## config.mk

```make
export PLATFORM = sky130hd
export DESIGN_NAME = rtc_front
export DESIGN_NICKNAME = d
export VERILOG_FILES = /design/src/rtl/rtc_front.sv
export SDC_FILE = /design/constraint.sdc
export NUM_CORES = 1
export LEC_CHECK = 0
export BUFFER_PORTS_ARGS = -buffer_cell sky130_fd_sc_hd__buf_2
export CORE_ASPECT_RATIO = 0.5
export CORE_MARGIN = 2
export CORE_UTILIZATION = 35
export DETAILED_ROUTE_END_ITERATION = 8
export SYNTH_ARGS = -nofsm -noshare
export SYNTH_HDL_FRONTEND = slang
export SYNTH_SLANG_ARGS = --single-unit
export TNS_END_PERCENT = 30
```

## constraint.sdc

```tcl
create_clock -name i_clk -period 8.6 [get_ports i_clk]
set_input_delay 1.72 -clock i_clk [delete_from_list [all_inputs] [get_ports i_clk]]
set_output_delay 1.72 -clock i_clk [all_outputs]
set_load 0.05 [all_outputs]
```

## src/rtl/rtc_front.sv

```systemverilog
`default_nettype none
module rtc_front #(
    parameter int DW = 289
) (
    input  wire logic          i_clk,
    input  wire logic          i_rst_n,
    input  wire logic          i_valid,
    output logic               o_ready,
    input  wire logic [DW-1:0] i_data,
    output logic               o_valid,
    input  wire logic          i_ready,
    output logic      [DW-1:0] o_data
);
    logic [DW-1:0] r_mem [2];
    logic          r_wp;
    logic          r_rp;
    logic [1:0]    r_cnt;
    logic          push;
    logic          pop;

    assign o_ready = (r_cnt != 2'd2);
    assign o_valid = (r_cnt != 2'd0);
    assign o_data  = r_mem[r_rp];
    assign push    = i_valid && o_ready;
    assign pop     = o_valid && i_ready;

    always_ff @(posedge i_clk) begin
        if (push) begin
            r_mem[r_wp] <= i_data;
        end
    end

    always_ff @(posedge i_clk) begin
        if (!i_rst_n) begin
            r_wp  <= 1'b0;
            r_rp  <= 1'b0;
            r_cnt <= 2'd0;
        end else begin
            if (push) r_wp <= ~r_wp;
            if (pop) r_rp <= ~r_rp;
            if (push && !pop) begin
                r_cnt <= r_cnt + 2'd1;
            end else if (pop && !push) begin
                r_cnt <= r_cnt - 2'd1;
            end
        end
    end
endmodule
`default_nettype wire

```

Word-level counts from Yosys, hierarchy flattened
Memories as Yosys holds them, arrays and structs flattened. A register that Yosys moved wholly into a read port is not among the register bits.
Cells that the tools add are included.
{"block": "classes", "add_sub_neg": 2, "eq_ne": 1, "mux": 6, "bitwise_logic": 2, "n_reduce_logical": 8}
{"operator": "$logic_and A1 B1 Y1", "count": 4}
{"operator": "$mux W1", "count": 4}
{"operator": "$mux W2", "count": 2}
{"operator": "$reduce_bool A2 Y1", "count": 2}
{"operator": "$add A2 B1 Y2 const B", "count": 1}
{"operator": "$logic_not A1 Y1", "count": 2}
{"operator": "$ne A2 B2 Y1 const B", "count": 1}
{"operator": "$not A1 Y1", "count": 2}
{"operator": "$sub A2 B1 Y2 const B", "count": 1}
{"block": "word_totals", "register_bits": 4, "ramBits": 578, "inputBits": 293, "wordCells": 23, "mem_count": 1}
{"name": "r_mem", "depth": 2, "word_bits": 289, "rd": 1, "rd_clocked_by_memory_dff": 1, "write_ports": 1, "line_no": "14", "text": "logic [DW-1:0] r_mem [2];"}

Longest topological paths before layout
{"block": "depth", "ltp_word": 6, "ltp_mapped": 6, "depth_no_buf": 6}

Worst setup path before layout
Ideal clock, no wire load.
{"block": "synth_path", "path_kind": "input to register", "startpoint": "input port i_valid", "endpoint": "memory r_mem[1][0], enable pin", "arrival_time_ns": 8.345, "slack_ns": -0.434, "stages": 1, "n_path_buf": 0, "cell_sequence": "and3_1"}
{"block": "synth_via", "elab_chain_len": 3}
{"element": "start, declared", "line_no": "7", "text": "input wire logic i_valid,"}
{"element": "$logic_and A1 B1 Y1", "line_no": "24", "text": "assign push = i_valid && o_ready;"}
{"element": "$mux W1", "line_no": "28", "text": "if (push) begin"}
{"element": "$mux W1 (not written as such)", "line_no": "29", "text": "r_mem[r_wp] <= i_data;"}
{"element": "end, declared", "line_no": "14"}
No other way between the ends.

==> results.toml <==
[die]
core_area_um2 = 61500
die_w_um = 358
die_area_um2 = 64700
die-height_um = 181
num_rows = 64
io_pins = 584
initial_core_util_pct = 35.6

[synthesis]
synth_simple_gate_area_share_pct = 0.263
synth_area_um2 = 21900
synth_top_flop_cell = "edfxtp_1"
synth-edff-count = 578
synth_top_cell_area_share_pct = 79.2
synth_area_per_cell_um2 = 23.7
seq_area_frac_synth_pct = 79.7
synth_top_area_cell = "edfxtp_1"
synth-xor-area-share_pct = 0.120
ys_warn_count = 0
synthMostInstantiatedCell = "edfxtp_1"
synth_top_family_by_area = "multiplexers"
synthTopCellsByArea = "edfxtp_1 79%, mux2_4 14%, mux2_2 4.6%"
synth_nets = 1217
async_reset_ff_share_pct = 0
synth-seq-cells = 583
postSynthCellCount = 923
synth_adder_area_share_pct = 0.0571
synth.area.mux_share_pct = 18.3
yosysUniqueCellTypes = 20
synth_compound_area_share_pct = 0.160
ys_top_cells_by_count = "578 x edfxtp_1, 200 x mux2_4, 89 x mux2_2"

[critical_path]
critPathArrivalTime_ps = 3200
end_kind = "primary output"
cp.required_ps = 6880
r2r_slack_ps = 5830
worstReg2RegStart = "r_cnt[0]"
cp-start-kind = "flop"
critPathMaxFanout = 125
reg2reg_depth = 4
r2r-end = "r_mem[0][230]"
critPathKind = "flop to primary output"
cp-endpoint = "o_data[36]"

[sta]
clock.fmax_ghz = 0.203
clock_skew_ps = 11.7
finalCritPeriodShare_pct = 57.2
finalSetupViolCount = 0
worstMarginPinSlew_ps = 1110
hold_viol = 0
rsz0062_at_grt = "no"
post-route-min-period_ps = 4920
whs_ps = 537
layout_setup_ws_ps = 3680
relSlewSlack_pct = 26.3
slew_violations = 0
tns_ps = 0

[placement]
dp.cells = 2305
place_ws_ps = 4260
placed_area_um2 = 25700
detailed_place_hpwl_mm = 37.2
port_buffers = 583
gp_congestion = 0.882

[pwr]
p_leak_nw = 10.3
p_seq_share_pct = 40.0
clkPwrFrac_pct = 23.1
p_int_mw = 5.69
p_per_area_nw_per_um2 = 339
irDropWorstVdd_v = 0.000183
netSwitchingPower_mw = 3.53
power_frac_comb_pct = 36.9
p_sw_share_pct = 38.3

[cts]
clkLatencyLatePin_ps = 570
ctsResizeCount = 0
path_clk_slew_ps = 60
cts_setup_buffers = 0
cts-buffers-inserted = 53
cts_sinks = 583
holdBufCountCts = 0
clock-root-buffer = "clkbuf_16"
cts_buffer_depth = 3
htree_levels = 2
cts_tree = "done"

[cells_and_area]
ff_latch_area_um2 = 17500
layout.nets = 1829
fill_cells = 5471
syn_to_final_growth_pct = 24.2
stdcell_area_um2 = 27200
multi_input_area_um2 = 4140
final-instance-count-excl-fill = 2407
drive_above_1_share_pct = 60.7

[global_routing]
grt_antenna_before_repair = 13
grt_max_degree = 155
gr-total-overflow = 0
grtUsageTotal_pct = 16.1
grt_pass1_vias = 11200
grt_pass1_wl_mm = 74.7

[run]
drv_cap = 0

[route]
viasPerCell = 4.50
wl_mm = 53.6
ant_nets = 0
dr.first_iter.drc_count = 524
drc = 0
firstDrtPassIters = 4
vias = 10800
drt-wirelength-per-cell_um = 22.3

[hold_path]
holdPathStages = 2
hold_path_class = "flop to flop"

[status]
outcome = "completed"
-- worst min path at each step --
| stage | end | from | slack [ps] |
|---|---|---|---|
| finish | r_cnt[1] | r_cnt[1] | 540 |
| CTS | r_cnt[1] | r_cnt[1] | 540 |
| floorplan | r_cnt[1] | r_cnt[1] | 490 |
| global placement | r_cnt[1] | r_cnt[1] | 510 |
| detailed placement | r_cnt[1] | r_cnt[1] | 530 |
| global route | r_cnt[1] | r_cnt[1] | 600 |
-- layer usage --
layer / wire, um / part of all wire, % / global-route usage [%] / vias to the layer above
li1: - / - / - / 4939
met1: 19000 / 36 / 17.0 / 5597
met2: 30900 / 58 / 30.8 / 209
met3: 2080 / 3.9 / 3.56 / 88
met4: 1480 / 2.8 / 5.86 / 0
met5: 0 / 0 / 1.56 / -
-- worst max-delay path, cell delays in order, from the launching register on --
cell,delay [ps]
dfxtp_4,1070
buf_12,740
mux2_2,420
buf_2,210
-- stage by stage --
step	power (mW)	util, %
2_1_floorplan	6.52	-
3_3_place_gp	7.17	41.7
3_5_place_dp	7.19	41.7
4_1_cts	9.34	44.2
5_1_grt	9.55	44.2
6_report	9.22	44.2
-- power by group through the flow --
| stage | clock (mW) | sequential (mW) | combinational (mW) |
|---|---|---|---|
| floorplan | 0 | 3.76 | 2.76 |
| global placement | 0 | 3.74 | 3.43 |
| detailed placement | 0 | 3.75 | 3.43 |
| CTS | 2.21 | 3.69 | 3.44 |
| global route | 2.30 | 3.72 | 3.53 |
| finish | 2.13 | 3.69 | 3.40 |
-- final cells by class --
class                           instances  share of cell area, %
Sequential cell                       583                   64.2
Multi-Input combinational cell        307                   15.2
Antenna cell                           13                  0.120
Clock buffer                           62                   5.00
Tap cell                              825                   3.79
Inverter                                1                 0.0414
Timing Repair Buffer                  589                   11.1
Clock inverter                         27                  0.529
-- logic make-up (layout without fill, tap and decap cells) --
kind of cell / Yosys count / count (layout)
XOR/XNOR: 3 / 3
other: 0 / 13
flip-flops: 583 / 583
adder cells (fa/ha/maj): 1 / 1
buffers and inverters: 33 / 679
multiplexers: 289 / 289
AO/OA/AOI/OAI: 5 / 5
AND/OR/NAND/NOR: 9 / 9
-- layout by cell type (no fill, tap or decap), types with 2 or more instances in the layout --
master       n
clkbuf_16   53
clkinv_2    11
mux2_2      89
buf_12       5
xnor2_1      2
mux2_4     200
and2_1       4
inv_6        4
edfxtp_1   578
clkinv_1    10
clkbuf_1     9
buf_2      583
a21boi_0     2
dfxtp_1      4
diode_2     13
-- flip-flops by register name, summed over array words and instances, names as in the netlist, named ones only --
signal  count
r_rp        1
r_mem     578
r_wp        1
r_cnt       2
(Power assumes the default switching activity.)
